[src/rtl/lmrs_pkg.sv]
// ----------------------------------------------------------------------------
// lmrs_pkg
// Shared types and constants for the LED matrix row scanner.
// ----------------------------------------------------------------------------
package lmrs_pkg;

	localparam int ROW_SEL_W = 5;
	localparam int COL_W     = 10;
	localparam int HOLD_W    = 8;
	localparam int CMD_W     = 2;
	localparam int CFG_W     = 8;

	localparam logic [HOLD_W-1:0] HOLD_MAX = 8'd255;

	localparam logic REG_LONG_PRESS  = 1'b0;
	localparam logic REG_SHORT_PRESS = 1'b1;

	localparam logic [CFG_W-1:0] LONG_PRESS_RESET = 8'd50;
	localparam logic [CFG_W-1:0] SHORT_PRESS_RESET = 8'd3;

	typedef enum logic [CMD_W-1:0] {
		CMD_WRITE = 2'd0,
		CMD_SCAN  = 2'd1,
		CMD_KEY   = 2'd2
	} cmd_t;

	typedef struct packed {
		logic                 key_down;
		logic [COL_W-1:0]     bits;
		logic [ROW_SEL_W-1:0] row;
	} in_item_t;

	typedef struct packed {
		logic                 trace_active;
		logic                 status_led;
		logic [COL_W-1:0]     column_bits;
		logic [ROW_SEL_W-1:0] row_select;
	} out_item_t;

endpackage

[src/rtl/led_matrix_row_scanner_top.sv]
// ----------------------------------------------------------------------------
// led_matrix_row_scanner_top
// Frame store and row scan control for a multiplexed LED matrix.
//
// Slave stream: one transaction per command. tuser carries the command
// (write row, scan tick, key tick), tdata the row, column bits and key level.
// Master stream: exactly one result transaction per command. tuser is the
// drive flag, tdata the row select, column word, status LED and trace flag.
// A command accepted on the slave side passes the input register, then the
// result register, before its result shows on the master side.
// Throughput: one command per cycle while the master side takes results;
// the input register lets one more command in while a result is stalled,
// after that tready drops until the receiver takes the waiting result.
// Reset clears the frame store, row counter, hold counter, trace mode and
// both stream valids; the press thresholds return to 50 and 3.
// The APB port holds the long press and short press thresholds at byte
// addresses 0 and 4; write them only while the stream is idle.
// ----------------------------------------------------------------------------
module led_matrix_row_scanner_top #(
	parameter int ROW_COUNT    = 21,
	parameter int COLUMN_COUNT = 10
) (
	input  logic        clk,
	input  logic        arst_n,
	input  logic        s_axis_tvalid,
	output logic        s_axis_tready,
	// write_row[4:0], write_bits[14:5], key_down[15]
	input  logic [15:0] s_axis_tdata,
	// cmd[1:0]
	input  logic [1:0]  s_axis_tuser,
	output logic        m_axis_tvalid,
	input  logic        m_axis_tready,
	// row_select[4:0], column_bits[14:5], status_led[15], trace_active[16], zero fill
	output logic [23:0] m_axis_tdata,
	// drive_valid[0]
	output logic        m_axis_tuser,
	input  logic        psel,
	input  logic        penable,
	input  logic        pwrite,
	input  logic [2:0]  paddr,
	input  logic [31:0] pwdata,
	output logic [31:0] prdata,
	output logic        pready
);

	localparam int COL_W   = lmrs_pkg::COL_W;
	localparam int ROW_SEL_W = lmrs_pkg::ROW_SEL_W;
	localparam int HOLD_W  = lmrs_pkg::HOLD_W;
	localparam int CFG_W   = lmrs_pkg::CFG_W;
	localparam int FRAME_W = (COLUMN_COUNT < COL_W) ? COLUMN_COUNT : COL_W;
	localparam int ROW_W   = $clog2(ROW_COUNT);
	localparam logic [ROW_SEL_W:0]   ROW_LIMIT = (ROW_SEL_W+1)'(ROW_COUNT);
	localparam logic [ROW_SEL_W-1:0] ROW_LAST  = ROW_SEL_W'(ROW_COUNT - 1);

	logic [CFG_W-1:0]     long_press_q;
	logic [CFG_W-1:0]     short_press_q;
	logic                 cfg_wr;

	logic                 valid_s1;
	lmrs_pkg::cmd_t       cmd_s1;
	lmrs_pkg::in_item_t   item_s1;

	logic [FRAME_W-1:0]   frame_q [ROW_COUNT];
	logic [ROW_SEL_W-1:0] scan_row_q;
	logic [HOLD_W-1:0]    hold_q;
	logic                 trace_q;

	logic                 out_valid_q;
	logic                 out_drive_q;
	lmrs_pkg::out_item_t  out_q;

	logic                 advance;
	logic                 drive;
	logic                 short_release;
	logic [ROW_SEL_W-1:0] row_next;
	logic [HOLD_W-1:0]    hold_inc;
	logic [HOLD_W-1:0]    hold_next;
	logic                 trace_next;
	logic [FRAME_W-1:0]   row_word;
	lmrs_pkg::out_item_t  result;

	// configuration port
	assign pready = 1'b1;
	assign cfg_wr = psel & penable & pwrite & pready;

	always_ff @(posedge clk or negedge arst_n) begin
		if (!arst_n) begin
			long_press_q  <= lmrs_pkg::LONG_PRESS_RESET;
			short_press_q <= lmrs_pkg::SHORT_PRESS_RESET;
		end else if (cfg_wr) begin
			case (paddr[2])
				lmrs_pkg::REG_LONG_PRESS:  long_press_q  <= pwdata[CFG_W-1:0];
				lmrs_pkg::REG_SHORT_PRESS: short_press_q <= pwdata[CFG_W-1:0];
				default: ;
			endcase
		end
	end

	always_comb begin
		case (paddr[2])
			lmrs_pkg::REG_LONG_PRESS:  prdata = 32'(long_press_q);
			lmrs_pkg::REG_SHORT_PRESS: prdata = 32'(short_press_q);
			default:                   prdata = '0;
		endcase
	end

	// handshake
	assign advance       = valid_s1 & (~out_valid_q | m_axis_tready);
	assign s_axis_tready = ~valid_s1 | advance;

	// input register
	always_ff @(posedge clk or negedge arst_n) begin
		if (!arst_n) begin
			valid_s1 <= 1'b0;
		end else if (s_axis_tready) begin
			valid_s1 <= s_axis_tvalid;
		end
	end

	always_ff @(posedge clk) begin
		if (s_axis_tready && s_axis_tvalid) begin
			cmd_s1  <= lmrs_pkg::cmd_t'(s_axis_tuser);
			item_s1 <= s_axis_tdata;
		end
	end

	// command decode
	assign row_word = frame_q[scan_row_q[ROW_W-1:0]];
	assign row_next = (scan_row_q == ROW_LAST) ? '0 : scan_row_q + 1'b1;
	assign hold_inc = hold_q + 1'b1;

	assign short_release = (hold_q != '0) && (hold_q >= short_press_q) &&
		(hold_q < long_press_q) && trace_q;

	always_comb begin
		drive      = 1'b0;
		hold_next  = hold_q;
		trace_next = trace_q;
		case (cmd_s1)
			lmrs_pkg::CMD_SCAN: begin
				drive = ~trace_q;
			end
			lmrs_pkg::CMD_KEY: begin
				if (item_s1.key_down) begin
					if (hold_q != lmrs_pkg::HOLD_MAX) begin
						hold_next = hold_inc;
						if (hold_inc == long_press_q)
							trace_next = ~trace_q;
					end
				end else begin
					drive     = short_release;
					hold_next = '0;
				end
			end
			default: ;
		endcase
	end

	always_comb begin
		result.row_select   = drive ? scan_row_q : '0;
		result.column_bits  = drive ? COL_W'(row_word) : '0;
		result.status_led   = drive ? row_next[0] : scan_row_q[0];
		result.trace_active = trace_next;
	end

	// scan state
	always_ff @(posedge clk or negedge arst_n) begin
		if (!arst_n) begin
			scan_row_q <= '0;
			hold_q     <= '0;
			trace_q    <= 1'b0;
			for (int i = 0; i < ROW_COUNT; i++)
				frame_q[i] <= '0;
		end else if (advance) begin
			hold_q  <= hold_next;
			trace_q <= trace_next;
			if (drive)
				scan_row_q <= row_next;
			if (cmd_s1 == lmrs_pkg::CMD_WRITE && {1'b0, item_s1.row} < ROW_LIMIT)
				frame_q[item_s1.row[ROW_W-1:0]] <= FRAME_W'(item_s1.bits);
		end
	end

	// result register
	always_ff @(posedge clk or negedge arst_n) begin
		if (!arst_n) begin
			out_valid_q <= 1'b0;
		end else if (advance) begin
			out_valid_q <= 1'b1;
		end else if (m_axis_tready) begin
			out_valid_q <= 1'b0;
		end
	end

	always_ff @(posedge clk) begin
		if (advance) begin
			out_drive_q <= drive;
			out_q       <= result;
		end
	end

	assign m_axis_tvalid = out_valid_q;
	assign m_axis_tuser  = out_drive_q;
	assign m_axis_tdata  = 24'(out_q);

endmodule

[config.mk]
export PLATFORM = sky130hd
export DESIGN_NAME = led_matrix_row_scanner_top
export DESIGN_NICKNAME = d
export VERILOG_FILES = /design/src/rtl/lmrs_pkg.sv /design/src/rtl/led_matrix_row_scanner_top.sv
export SDC_FILE = /design/constraint.sdc
export NUM_CORES = 1
export LEC_CHECK = 0
export BUFFER_PORTS_ARGS = -buffer_cell sky130_fd_sc_hd__buf_4
export CAP_MARGIN = 20
export CORE_ASPECT_RATIO = 2
export CORE_MARGIN = 2
export CORE_UTILIZATION = 45
export CTS_BUF_LIST = sky130_fd_sc_hd__clkbuf_8
export DETAILED_ROUTE_END_ITERATION = 8
export PLACE_DENSITY_LB_ADDON = 0.12
export SYNTH_ARGS = -nofsm -noshare
export SYNTH_HDL_FRONTEND = slang
export SYNTH_SLANG_ARGS = --single-unit
[constraint.sdc]
create_clock -name clk -period 4.4 [get_ports clk]
set_clock_uncertainty 0.1 [all_clocks]
set_input_delay 0.66 -clock clk [delete_from_list [all_inputs] [get_ports clk]]
set_output_delay 0.66 -clock clk [all_outputs]
set_load 0.005 [all_outputs]
Word level (Yosys, flattened, before mapping)

Cells that the tools add are included.

$add $sub $neg: 2
Magnitude comparators: 6
Equality and inequality tests: 6
Multiplexer cells: 19
Bitwise logic cells: 11
Reductions and logical operators: 14

Operators with widths:

| operator                                                    | number |
|---|---|
| bitwise mux 210 bit                                         | 1 |
| case mux 32 bit (2 select lines)                            | 1 |
| binary-select mux 10 bit (select 5 bit)                     | 1 |
| demux 10 bit (select 5 bit)                                 | 1 |
| 2-to-1 mux 10 bit                                           | 3 |
| 2-to-1 mux 8 bit                                            | 2 |
| >= comparator 6 bit (second input constant)                 | 2 |
| inverter 5 -> 6 bit                                         | 2 |
| adder 8 x 1 -> 8 bit (second input constant)                | 1 |
| == test 8 bit                                               | 1 |
| >= comparator 8 bit                                         | 1 |
| less-than comparator 8 bit                                  | 1 |
| 2-to-1 mux 1 bit                                            | 8 |
| != test 8 bit (second input constant)                       | 1 |
| AND reduction 2 bit                                         | 4 |
| nonzero test 8 bit                                          | 1 |
| logical AND 1 bit                                           | 6 |
| less-than comparator 6 x 1 -> 1 bit (second input constant) | 1 |
| adder 5 x 1 -> 5 bit (second input constant)                | 1 |
| == test 5 bit (second input constant)                       | 1 |
| less-than comparator 5 bit (second input constant)          | 1 |
| 2-to-1 mux 5 bit                                            | 1 |
| inverter 1 bit                                              | 4 |
| AND 1 bit                                                   | 3 |
| 8 further kinds                                             | 9 |

Bits in registers: 278
Output and inout port bits: 60
Word-level logic and storage cells: 95

Depth between registers and ports, before layout

Gate-level depths: netlist of the first run.

Depth in word-level cells: 7
Gate-level depth with buffers: 9
Mapped depth without buffers: 8

Least setup slack after synthesis of the first run

No wires, ideal clock.

Path kind: input -> register
Start point: in m_axis_tready
End point: reg frame_q[70] in the netlist's numbering
Setup time: 125 ps
Arrival time: 2279 ps
Required time: 4175 ps
Path slack: 1896 ps
Stages: 8
Path buffers: 1
Cells stage by stage: nand2b_2 > nand2_4 > clkinv_2 > nand3_2 > or3_1 > buf_6 > nor2_8 > mux2_4

Word-level cells in the longest chain between the ends: 3

Ends and longest elaborated chain:

| what                                 | RTL line                          | source |
|---|---|---|
| from (decl)                          | led_matrix_row_scanner_top.sv:32  | `input logic m_axis_tready,` |
| OR 1 bit                             | led_matrix_row_scanner_top.sv:108 | `assign advance = valid_s1 & (~out_valid_q \| m_axis_tready);` |
| AND 1 bit                            | led_matrix_row_scanner_top.sv:108 |  |
| named net advance                    | led_matrix_row_scanner_top.sv:72  | `logic advance;` |
| AND reduction 2 bit (no source line) | -                                 |  |
| to (signal, indexed assignment)      | led_matrix_row_scanner_top.sv:180 | `frame_q[item_s1.row[ROW_W-1:0]] <= FRAME_W'(item_s1.bits);` |
| to (decl)                            | led_matrix_row_scanner_top.sv:63  | `logic [FRAME_W-1:0] frame_q [ROW_COUNT];` |

The timed path passes the listed nets, and every way through them passes these cells.
A chain may end at the register's enable or synchronous reset.

Worst setup path after layout of the first run

Start point: reg scan_row_q[2]
End point: reg out_q, in the netlist m_axis_tdata[5], data pin

Word-level cells in the longest chain between the ends: 4

Ends and longest elaborated chain:

| what                                                  | RTL line                          | source |
|---|---|---|
| from (decl)                                           | led_matrix_row_scanner_top.sv:64  | `logic [ROW_SEL_W-1:0] scan_row_q;` |
| from (signal assigned)                                | led_matrix_row_scanner_top.sv:178 | `scan_row_q <= row_next;` |
| inverter 5 -> 6 bit (not written as such)             | led_matrix_row_scanner_top.sv:128 | `assign row_word = frame_q[scan_row_q[ROW_W-1:0]];` |
| binary-select mux 10 bit (select 5 bit)               | led_matrix_row_scanner_top.sv:128 |  |
| 2-to-1 mux 10 bit (not written as such) (2 in series) | led_matrix_row_scanner_top.sv:128 |  |
| to (signal assigned)                                  | led_matrix_row_scanner_top.sv:198 | `out_q <= result;` |
| to (decl)                                             | led_matrix_row_scanner_top.sv:70  | `lmrs_pkg::out_item_t out_q;` |

Every way passes these cells. The select of a mux whose other input is x is not followed.

==> results of run 1 <==
==> power groups by stage <==
stage               clock network, uW  registers (uW)  logic, uW
floorplan                           0            2960       1060
global placement                    0            3210       1280
detailed placement                  0            3220       1300
CTS                              2120            3170       1300
global route                     2220            3200       1390
finish                           2040            3160       1280
==> final cells by class <==
type / instances / area, um^2 / share of cell area (%)
clock inverters: 28 / 145.1 / 0.9617
multi-input cells: 584 / 6000 / 39.75
flip-flops and latches: 278 / 7147 / 47.36
diodes: 1 / 2.502 / 0.01658
clock buffers: 47 / 646.9 / 4.286
well taps: 368 / 460.4 / 3.051
repair buffers: 74 / 588.1 / 3.897
inverters: 27 / 102.6 / 0.6798
==> final timing paths <==
check / slack [ns] / end / depth (start not counted)
setup / recovery: 1.52 / m_axis_tdata[5]$_SDFFCE_PN0P_ / 6
hold / removal: -0.002 / m_axis_tvalid$_DFFE_PN0P_ / 1
setup reg to reg: 1.52 / m_axis_tdata[5]$_SDFFCE_PN0P_ / 6
hold reg to reg: 0.39 / frame_q[199]$_DFFE_PN0P_ / 1
max in group asynchronous: 3.18 / frame_q[123]$_DFFE_PN0P_ / 2
min in group clk: 0.17 / item_s1[4]$_DFFE_PP_ / 1
==> state kept, by name (all words and copies together) (netlist names), 2 cells and up <==
signal and flops:
short_press_q 8, cmd_s1 2, hold_q 8, m_axis_tdata 17, frame_q 210, long_press_q 8, item_s1 16, scan_row_q 5
==> Yosys cell counts, types with 2 or more instances <==
cell type / number / share of area (%)
ha_1: 23 / 2.1
nor2_4: 2 / 0.16
mux2i_1: 10 / 0.73
nor2_2: 4 / 0.18
mux2_4: 30 / 3.3
mux2_1: 4 / 0.33
nand2_1: 50 / 1.4
buf_1: 4 / 0.11
edfxtp_1: 36 / 7.9
a221oi_1: 10 / 0.64
xor2_1: 5 / 0.32
and4_4: 2 / 0.16
nand2b_1: 5 / 0.23
o21ai_0: 14 / 0.51
xnor2_1: 5 / 0.32
nor3_1: 14 / 0.51
mux4_2: 50 / 8.2
nand4b_1: 3 / 0.19
a21o_1: 4 / 0.22
buf_6: 5 / 0.41
nor2_8: 10 / 1.5
or3_1: 3 / 0.14
dfstp_2: 5 / 0.96
nor2b_1: 4 / 0.18
buf_2: 11 / 0.40
nand3_1: 10 / 0.37
nand3b_1: 4 / 0.22
inv_1: 25 / 0.69
nand4_1: 4 / 0.18
a31oi_1: 2 / 0.092
nor2_1: 20 / 0.55
buf_4: 34 / 1.9
nor3_2: 3 / 0.22
conb_1: 2 / 0.055
nand3_2: 3 / 0.22
or3b_1: 2 / 0.13
dfrtp_1: 237 / 43
a21oi_1: 5 / 0.18
and3_1: 6 / 0.27
mux2_2: 197 / 16
clkbuf_1: 34 / 0.93
a22o_1: 15 / 0.96
nor3b_1: 2 / 0.11
==> per-layer routing <==
layer  up-vias  share of wire (%)
li1       3510                  -
met1      3976                 37
met2       132                 56
met3        61                2.3
met4         0                4.6
met5         -                  0
==> cells by family after synthesis <==
logic type | after synthesis
multiplexers | 291
other | 2
flip-flops | 278
AO/OA/AOI/OAI | 68
XOR/XNOR | 10
adder cells (fa/ha/maj) | 23
AND/OR/NAND/NOR | 160
buffers and inverters | 117
==> worst register-to-register path: stages (launching register included) <==
cell,delay [ns]
dfrtp_1,1.01
buf_4,0.30
mux4_2,0.28
mux2i_1,0.37
nor3_1,0.15
a221oi_1,0.28
nor2_1,0.11
==> through the flow <==
step / utilization, % / setup slack [ns] / hold WS [ns]
2_1_floorplan: - / 1.896 / 0.2644
3_3_place_gp: 47.55 / 1.427 / 0.3681
3_5_place_dp: 47.55 / 1.392 / 0.3748
4_1_cts: 50.19 / 1.391 / 0.05134
5_1_grt: 50.20 / 1.372 / 0.06917
6_report: 50.20 / 1.522 / -0.002275
==> results.py, run 1 <==
metrics = {
    "clock_network": {
        "clockBufferDepth": 3,
        "post_cts_resize_count": 0,
        "cts.sinks": 278,
        "clk_pin_slew_ns": 0.07,
        "insertion_delay_ns": 0.57,
        "holdBufCountCts": 0,
        "cts_buffers": 41,
        "root_buffer": "clkbuf_8",
        "cts_tree": "yes",
        "cts_setup_buffers": 0,
        "h-tree-depth": 2,
    },
    "timing": {
        "fin_crit_sh_pct": 65.41,
        "hold_slack_ns": -0.002275,
        "clock.fmax_ghz": 0.3475,
        "finalSetupTns_ns": 0,
        "setup_viol": 0,
        "hold_viol_final": 1,
        "slew_violations": 0,
        "worstMarginPinSlew_ns": 1.102,
        "finalCriticalPeriod_ns": 2.878,
        "grt_setup_unrepaired": "false",
        "max-slew-margin-rel_pct": 26.52,
    },
    "layout": {
        "drive_above_1_share_pct": 43.64,
        "layout_common_cells": "dfrtp_1, mux2_2, buf_4",
        "final_area_um2": 15090,
        "fillCellCount": 2628,
        "final_common_cell": "dfrtp_1",
        "nNetsFinal": 1089,
        "area_delta_synth_final_pct": 10.46,
        "finalNonFillerCells": 1407,
    },
    "logic_synthesis": {
        "ys_ff_latch": 278,
        "yosys.area_share.simple_pct": 7.601,
        "synth_top_family_by_area": "multiplexers",
        "seq_area_frac_synth_pct": 52.28,
        "synth_cell_types": 74,
        "yosysWarnings": 0,
        "synth_area_um2": 13660,
        "yosys.area_share.xor_xnor_pct": 0.6410,
        "synth_mux_area_share_pct": 28.84,
        "synth_edf_count": 36,
        "synth-main-ff-cell": "dfrtp_1",
        "synth-compound-area-share_pct": 3.846,
        "synth-adder-area-share_pct": 2.106,
        "synth.avg_cell_area_um2": 14.40,
        "synth_cells": 949,
        "async_reset_ff_share_pct": 87.05,
    },
    "pwr": {
        "p_leak_uw": 0.007275,
        "seqPwrFrac_pct": 48.7,
        "p_sw_uw": 1961,
        "power.share.combinational_pct": 19.7,
        "p_int_uw": 4519,
        "power_uw": 6480,
        "ir_drop_uv": 209.9,
        "power.density_nw_per_um2": 429.4,
        "clkPwrFrac_pct": 31.5,
        "switching_share_pct": 30.25,
    },
    "routing": {
        "drc": 0,
        "avgViaCountPerCell": 5.458,
        "ant_nets": 0,
        "totalWireLength_um": 32650,
        "drtPass1Iterations": 4,
        "vias": 7679,
        "drt_iter0_drc": 330,
        "wl_per_cell_um": 23.21,
    },
    "setup_path": {
        "critPathLaunch": "scan_row_q[2]$_DFFE_PN0P_",
        "crit_slowest_cell": "dfrtp_1",
        "critical_path.max_stage_delay_ns": 1.01,
        "cp.arrival_ns": 3.07,
        "cp-start-kind": "flop",
        "path_cells": "buf_4 -> mux4_2 -> mux2i_1 -> nor3_1 -> a221oi_1 -> nor2_1",
        "cp_num_buf_inv": 1,
        "cp_data_required_time_ns": 4.60,
        "worstReg2RegStart": "scan_row_q[2]$_DFFE_PN0P_",
        "path_class": "flop to flop",
        "worst-path-max-fanout": 22,
        "end_kind": "flop",
        "cp_top_family": "flip-flops",
    },
    "global_route": {
        "grtUsageMet2_pct": 39.88,
        "grt_most_used_layer": "met2",
        "grt_pass1_wl_um": 50650,
        "met1_usage_pct": 23.83,
        "antenna_found_initial": 1,
        "grt_max_degree": 110,
        "grt_util_met3_pct": 2.478,
        "track_usage_pct": 21.29,
        "grt_pass1_vias": 8419,
        "grt-ovfl-total": 0,
    },
    "die": {
        "num_rows": 90,
        "io_pins": 120,
        "chipHeight_um": 250.4,
        "die_w_um": 127.2,
        "initial_core_util_pct": 45.44,
        "fp.coreArea_um2": 30070,
        "dieArea_um2": 31860,
    },
    "placement": {
        "dp_hpwl_um": 22200,
        "dp_cells": 1331,
        "place_area_um2": 14300,
        "port-buffer-count": 61,
        "routabilityCongestion": 0.7831,
    },
    "status": {
        "status": "complete, but fails checks",
        "violations": "hold timing",
    },
    "worst_hold_path": {
        "min-delay-path-class": "primary input to async pin",
    },
    "flow_run": {
        "maxCapViolations": 0,
    },
}
Note: power is estimated with default switching activity, not from simulation.
==> run 2: changes to the inputs <==
==> constraint.sdc (replaced) <==
create_clock -name clk -period 2.5 [get_ports clk]
set_clock_uncertainty 0.1 [all_clocks]
set_input_delay 0.375 -clock clk [delete_from_list [all_inputs] [get_ports clk]]
set_output_delay 0.375 -clock clk [all_outputs]
set_load 0.005 [all_outputs]
==> results.py, run 2 (synthesized netlist as in run 1, its figures left out) <==
metrics = {
    "clock_network": {
        "clockBufferDepth": 3,
        "root_buffer": "clkbuf_8",
        "insertion_delay_ns": 0.57,
        "clk_pin_slew_ns": 0.06,
        "cts_tree": "yes",
        "h-tree-depth": 2,
        "cts_buffers": 43,
        "cts.sinks": 278,
    },
    "routing": {
        "drtPass1Iterations": 4,
        "drt_iter0_drc": 317,
        "totalWireLength_um": 34070,
        "wl_per_cell_um": 22.68,
        "vias": 8175,
        "drc": 0,
        "avgViaCountPerCell": 5.443,
        "ant_nets": 0,
    },
    "die": {
        "initial_core_util_pct": 45.44,
        "fp.coreArea_um2": 30070,
        "chipHeight_um": 250.4,
        "dieArea_um2": 31860,
        "num_rows": 90,
        "die_w_um": 127.2,
        "io_pins": 120,
    },
    "timing": {
        "max-slew-margin-rel_pct": 36.93,
        "clock.fmax_ghz": 0.4153,
        "finalSetupTns_ns": 0,
        "worstMarginPinSlew_ns": 0.9461,
        "grt_setup_unrepaired": "true",
        "hold_slack_ns": 0.2287,
        "setup_viol": 0,
        "finalCriticalPeriod_ns": 2.408,
        "slew_violations": 0,
        "hold_viol_final": 0,
        "fin_crit_sh_pct": 96.31,
    },
    "layout": {
        "largest_register": "frame_q",
        "final_common_cell": "dfrtp_1",
        "nNetsFinal": 1182,
        "drive_above_1_share_pct": 47.04,
        "largest_reg_flops": 210,
        "fillCellCount": 2569,
        "area_delta_synth_final_pct": 19.44,
        "layout_common_cells": "dfrtp_1, mux2_2, buf_4",
        "final_area_um2": 16320,
        "finalNonFillerCells": 1502,
    },
    "pwr": {
        "p_leak_uw": 0.007831,
        "switching_share_pct": 29.12,
        "seqPwrFrac_pct": 43.0,
        "power.share.combinational_pct": 24.1,
        "power.density_nw_per_um2": 758.9,
        "p_int_uw": 8778,
        "p_sw_uw": 3607,
        "clkPwrFrac_pct": 32.9,
        "ir_drop_uv": 470.4,
        "power_uw": 12380,
    },
    "setup_path": {
        "crit_slowest_cell": "dfstp_2",
        "cp-start-kind": "flop",
        "cp-endpoint": "m_axis_tdata[15]$_DFFE_PP_",
        "crit_top_cell": "nand2_2",
        "critical_path.max_stage_delay_ns": 0.57,
        "r2r_slack_ns": 0.09,
        "path_cells": "inv_1 -> ha_1 -> a211o_1 -> a31oi_1 -> o31a_1 -> nand2_2 -> nand2_2 -> mux2_2",
        "path_class": "flop to flop",
        "worst-path-max-fanout": 5,
        "cp.arrival_ns": 2.62,
        "end_kind": "flop",
        "r2r_end": "m_axis_tdata[15]$_DFFE_PP_",
        "r2r_cells": 8,
        "cp_data_required_time_ns": 2.71,
        "critPathLaunch": "short_press_q[1]$_DFFE_PN1P_",
        "worstReg2RegStart": "short_press_q[1]$_DFFE_PN1P_",
    },
    "global_route": {
        "grt_max_degree": 65,
        "grt_pass1_vias": 8948,
        "antenna_found_initial": 1,
        "grt_pass1_wl_um": 52820,
        "grt-ovfl-total": 0,
        "track_usage_pct": 22.14,
    },
    "status": {
        "status": "finished, final reports clean",
    },
    "worst_hold_path": {
        "min-delay-path-class": "primary input to async pin",
    },
    "placement": {
        "place_area_um2": 14900,
        "dp_hpwl_um": 23430,
        "port-buffer-count": 61,
        "routabilityCongestion": 0.8083,
        "dp_cells": 1384,
    },
    "flow_run": {
        "maxCapViolations": 0,
    },
}
## run 2: cell count changes in the layout (fill, tap and decap cells not counted), moves of 5 or more
| cell | before | now |
|---|---|---|
| clkinv_2 | 9 | 4 |
| dlygate4sd3_1 | 0 | 29 |
| buf_4 | 71 | 111 |
| a221oi_1 | 10 | 3 |
| a221oi_2 | 0 | 7 |
| buf_12 | 2 | 20 |
| clkbuf_8 | 47 | 55 |
## run 2: how the worst min path moves through the flow
stage / endpoint
after detailed placement: m_axis_tvalid$_DFFE_PN0P_
after global placement: m_axis_tvalid$_DFFE_PN0P_
final: m_axis_tvalid$_DFFE_PN0P_
after CTS: frame_q[140]$_DFFE_PN0P_
after floorplan: frame_q[0]$_DFFE_PN0P_
after global routing: m_axis_tvalid$_DFFE_PN0P_
## run 2: worst max-delay path: cells and delay by family (launching register included)
family	cells	cell delay [ns]
flip-flops	1	0.57
adder cells (fa/ha/maj)	1	0.18
buffers and inverters	1	0.06
multiplexers	1	0.34
AND/OR/NAND/NOR	2	0.23
AO/OA/AOI/OAI	3	0.67
## run 2: repair_timing
action / CTS / global route
resized for setup: 1 / 16
buffers inserted: 4 / 3
pin swaps: 0 / 12
cloned: 0 / 2
hold buffers: 29 / 0
endpoints found under the hold margin: 86 / 0
setup endpoints to repair: 2 / 101
## run 2: layout make-up
type,instances,area (um^2),share of cell area [%]
Antenna cell,1,2.502,0.01533
Clock buffer,55,757.0,4.639
Clock inverter,24,176.4,1.081
Inverter,27,102.6,0.6287
Multi-Input combinational cell,586,6112,37.45
Sequential cell,278,7147,43.79
Tap cell,368,460.4,2.821
Timing Repair Buffer,163,1562,9.568
## run 2: per-stage QoR
stage / util, % / worst slack, ns
floorplan: - / 0.1406
global placement: 49.54 / -0.009953
detailed placement: 49.54 / -0.009366
CTS: 53.81 / 0.0007045
global route: 54.28 / -0.02682
finish: 54.28 / 0.09225
## run 2: power groups by stage
| stage | combinational (uW) | clock [uW] | sequential, uW |
|---|---|---|---|
| global placement | 2800 | 0 | 5400 |
| floorplan | 1860 | 0 | 5220 |
| finish | 2980 | 4080 | 5330 |
| CTS | 2970 | 4200 | 5330 |
| detailed placement | 2820 | 0 | 5420 |
| global route | 3220 | 4380 | 5380 |
## run 2: routing by layer
layer,vias to the layer above,routed length [um],GRT usage [%]
li1,3726,-,-
met3,73,918,2.841
met1,4214,12150,23.74
met4,0,1791,11.24
met5,-,0,0
met2,162,19210,41.77
==> run 3: changes to the inputs <==
==> constraint.sdc (replaced) <==
create_clock -name clk -period 2.5 [get_ports clk]
set_clock_uncertainty 0.1 [all_clocks]
set_input_delay 0.125 -clock clk [delete_from_list [all_inputs] [get_ports clk]]
set_output_delay 0.125 -clock clk [all_outputs]
set_load 0.005 [all_outputs]
==> results.py, run 3 (synthesized netlist as in run 1, its figures left out) <==
metrics = {
    "status": {
        "status": "finished, final reports clean",
    },
    "layout": {
        "antenna_cells": 0,
        "finalNonFillerCells": 1494,
        "nNetsFinal": 1183,
        "area_delta_synth_final_pct": 18.06,
        "layout_common_cells": "dfrtp_1, mux2_2, buf_4",
        "largest_register": "frame_q",
        "drive_above_1_share_pct": 46.54,
        "final_area_um2": 16130,
        "post-route-util_pct": 53.65,
        "final_common_cell": "dfrtp_1",
        "largest_reg_flops": 210,
    },
    "pwr": {
        "power.share.combinational_pct": 24.5,
        "ir_drop_uv": 468.9,
        "seqPwrFrac_pct": 44.8,
        "p_sw_uw": 3576,
        "switching_share_pct": 29.95,
        "power.density_nw_per_um2": 740.2,
        "clkPwrFrac_pct": 30.7,
        "p_int_uw": 8363,
        "p_leak_uw": 0.007744,
    },
    "die": {
        "num_rows": 90,
        "initial_core_util_pct": 45.44,
        "dieArea_um2": 31860,
        "io_pins": 120,
        "chipHeight_um": 250.4,
        "die_w_um": 127.2,
        "fp.coreArea_um2": 30070,
    },
    "global_route": {
        "grt_max_degree": 74,
        "grt_pass1_vias": 8977,
        "grt_pass1_wl_um": 52250,
        "grt-ovfl-total": 0,
        "antenna_found_initial": 0,
        "track_usage_pct": 21.95,
    },
    "clock_network": {
        "cts_tree": "yes",
        "root_buffer": "clkbuf_8",
        "cts_buffers": 41,
        "clockBufferDepth": 3,
        "cts.sinks": 278,
        "clk_pin_slew_ns": 0.07,
        "insertion_delay_ns": 0.57,
        "h-tree-depth": 2,
    },
    "setup_path": {
        "path_class": "flop to flop",
        "cp-start-kind": "flop",
        "cp_num_buf_inv": 2,
        "worst-path-max-fanout": 6,
        "cp_data_required_time_ns": 2.85,
        "end_kind": "flop",
        "cp_top_family": "simple AND/OR/NAND/NOR gates",
        "path_cells": "inv_1 -> ha_2 -> a21boi_4 -> nand3_2 -> or3_1 -> buf_6 -> nor2_4 -> mux2_2",
        "critical_path.max_stage_delay_ns": 0.40,
        "cp.arrival_ns": 2.77,
        "crit_slowest_cell": "edfxtp_1",
    },
    "flow_run": {
        "maxCapViolations": 0,
    },
    "routing": {
        "vias": 8251,
        "drc": 0,
        "wl_met2_um": 19100,
        "ant_nets": 0,
        "totalWireLength_um": 34570,
        "avgViaCountPerCell": 5.523,
        "top_layer": "met4",
        "met3_length_um": 905,
        "wl_per_cell_um": 23.14,
        "drtPass1Iterations": 4,
        "wl_met1_um": 12490,
        "drt_iter0_drc": 224,
    },
    "placement": {
        "routabilityCongestion": 0.8125,
        "place_ws_ns": -0.01635,
        "dp_hpwl_um": 23540,
        "place_area_um2": 14910,
        "port-buffer-count": 61,
        "dp_cells": 1388,
    },
    "timing": {
        "max-slew-margin-rel_pct": 33.59,
        "setup_viol": 0,
        "finalSetupTns_ns": 0,
        "slew_violations": 0,
        "worstMarginPinSlew_ns": 0.9961,
        "hold_viol_final": 0,
        "finalCriticalPeriod_ns": 2.427,
        "fin_ws_ns": 0.07289,
        "clock.fmax_ghz": 0.4120,
        "fin_crit_sh_pct": 97.08,
    },
    "worst_hold_path": {
        "min-delay-path-class": "primary input to async pin",
    },
}
## run 3: changes by cell type in the layout (fill, tap and decap cells not counted), sizes merged
cell	previous run	this run
inv	41	39
clkbuf	55	50
nor2	38	40
clkinv	6	5
dlygate4sd3	29	30
diode	1	0
bufinv	3	1
## run 3: final cells by class
| class | instances | area (um^2) |
|---|---|---|
| fill | 2545 | 13940 |
| clock inverter | 19 | 105.1 |
| timing repair buffer | 164 | 1538 |
| tap | 368 | 460.4 |
| sequential | 278 | 7147 |
| clock buffer | 50 | 688.2 |
| inverter | 27 | 102.6 |
| multi-input combinational | 588 | 6090 |
## run 3: what timing repair did
| action | in CTS | in global routing |
|---|---|---|
| pin swaps | 4 | 12 |
| cloned | 0 | 4 |
| gates resized for setup | 1 | 13 |
| endpoints found under the setup margin | 20 | 109 |
| hold buffers | 30 | 0 |
| buffers inserted | 2 | 1 |
| endpoints found under the hold margin | 276 | 0 |
## run 3: stage by stage
stage / hold slack, ns / power (uW)
3_5_place_dp: 0.05933 / 8304
4_1_cts: 0.05095 / 12090
2_1_floorplan: -0.2706 / 7078
6_report: 0.03447 / 11940
5_1_grt: 0.05692 / 12510
3_3_place_gp: 0.04867 / 8267
## run 3: path summary, 6_finish.rpt
check                                                to  slack, ns  cells past startpoint                      from
min in group clk           short_press_q[3]$_DFFE_PN0P_       0.14                      3                    pwrite
hold / removal                    hold_q[4]$_DFFE_PN0P_       0.03                      2                    arst_n
max in group asynchronous  short_press_q[0]$_DFFE_PN1P_       1.51                      3                    arst_n
hold reg to reg                frame_q[128]$_DFFE_PN0P_       0.39                      1  frame_q[128]$_DFFE_PN0P_
setup reg to reg               frame_q[158]$_DFFE_PN0P_       0.07                      8       cmd_s1[0]$_DFFE_PP_
setup / recovery               frame_q[158]$_DFFE_PN0P_       0.07                      8       cmd_s1[0]$_DFFE_PP_
## run 3: routing by layer
layer  up-vias  GRT usage [%]
met5         -              0
li1       3705              -
met3        82          2.990
met1      4292          23.47
met4         0          12.24
met2       172          40.81
## run 3: worst reg2reg max path, delay by kind of cell, from the launching register on
family / cells / cell delay (ns)
adders and majority gates: 1 / 0.20
and+or+nand+nor: 3 / 0.74
AOI/OAI and AO/OA: 1 / 0.20
muxes: 1 / 0.38
DFF: 1 / 0.40
buffers and inverters: 2 / 0.31
## run 3: power groups by stage
stage               registers (uW)  logic (uW)  clock network [uW]
floorplan                     5220        1860                   0
global placement              5440        2830                   0
detailed placement            5460        2850                   0
CTS                           5360        2940                3790
global route                  5390        3160                3950
finish                        5350        2930                3660
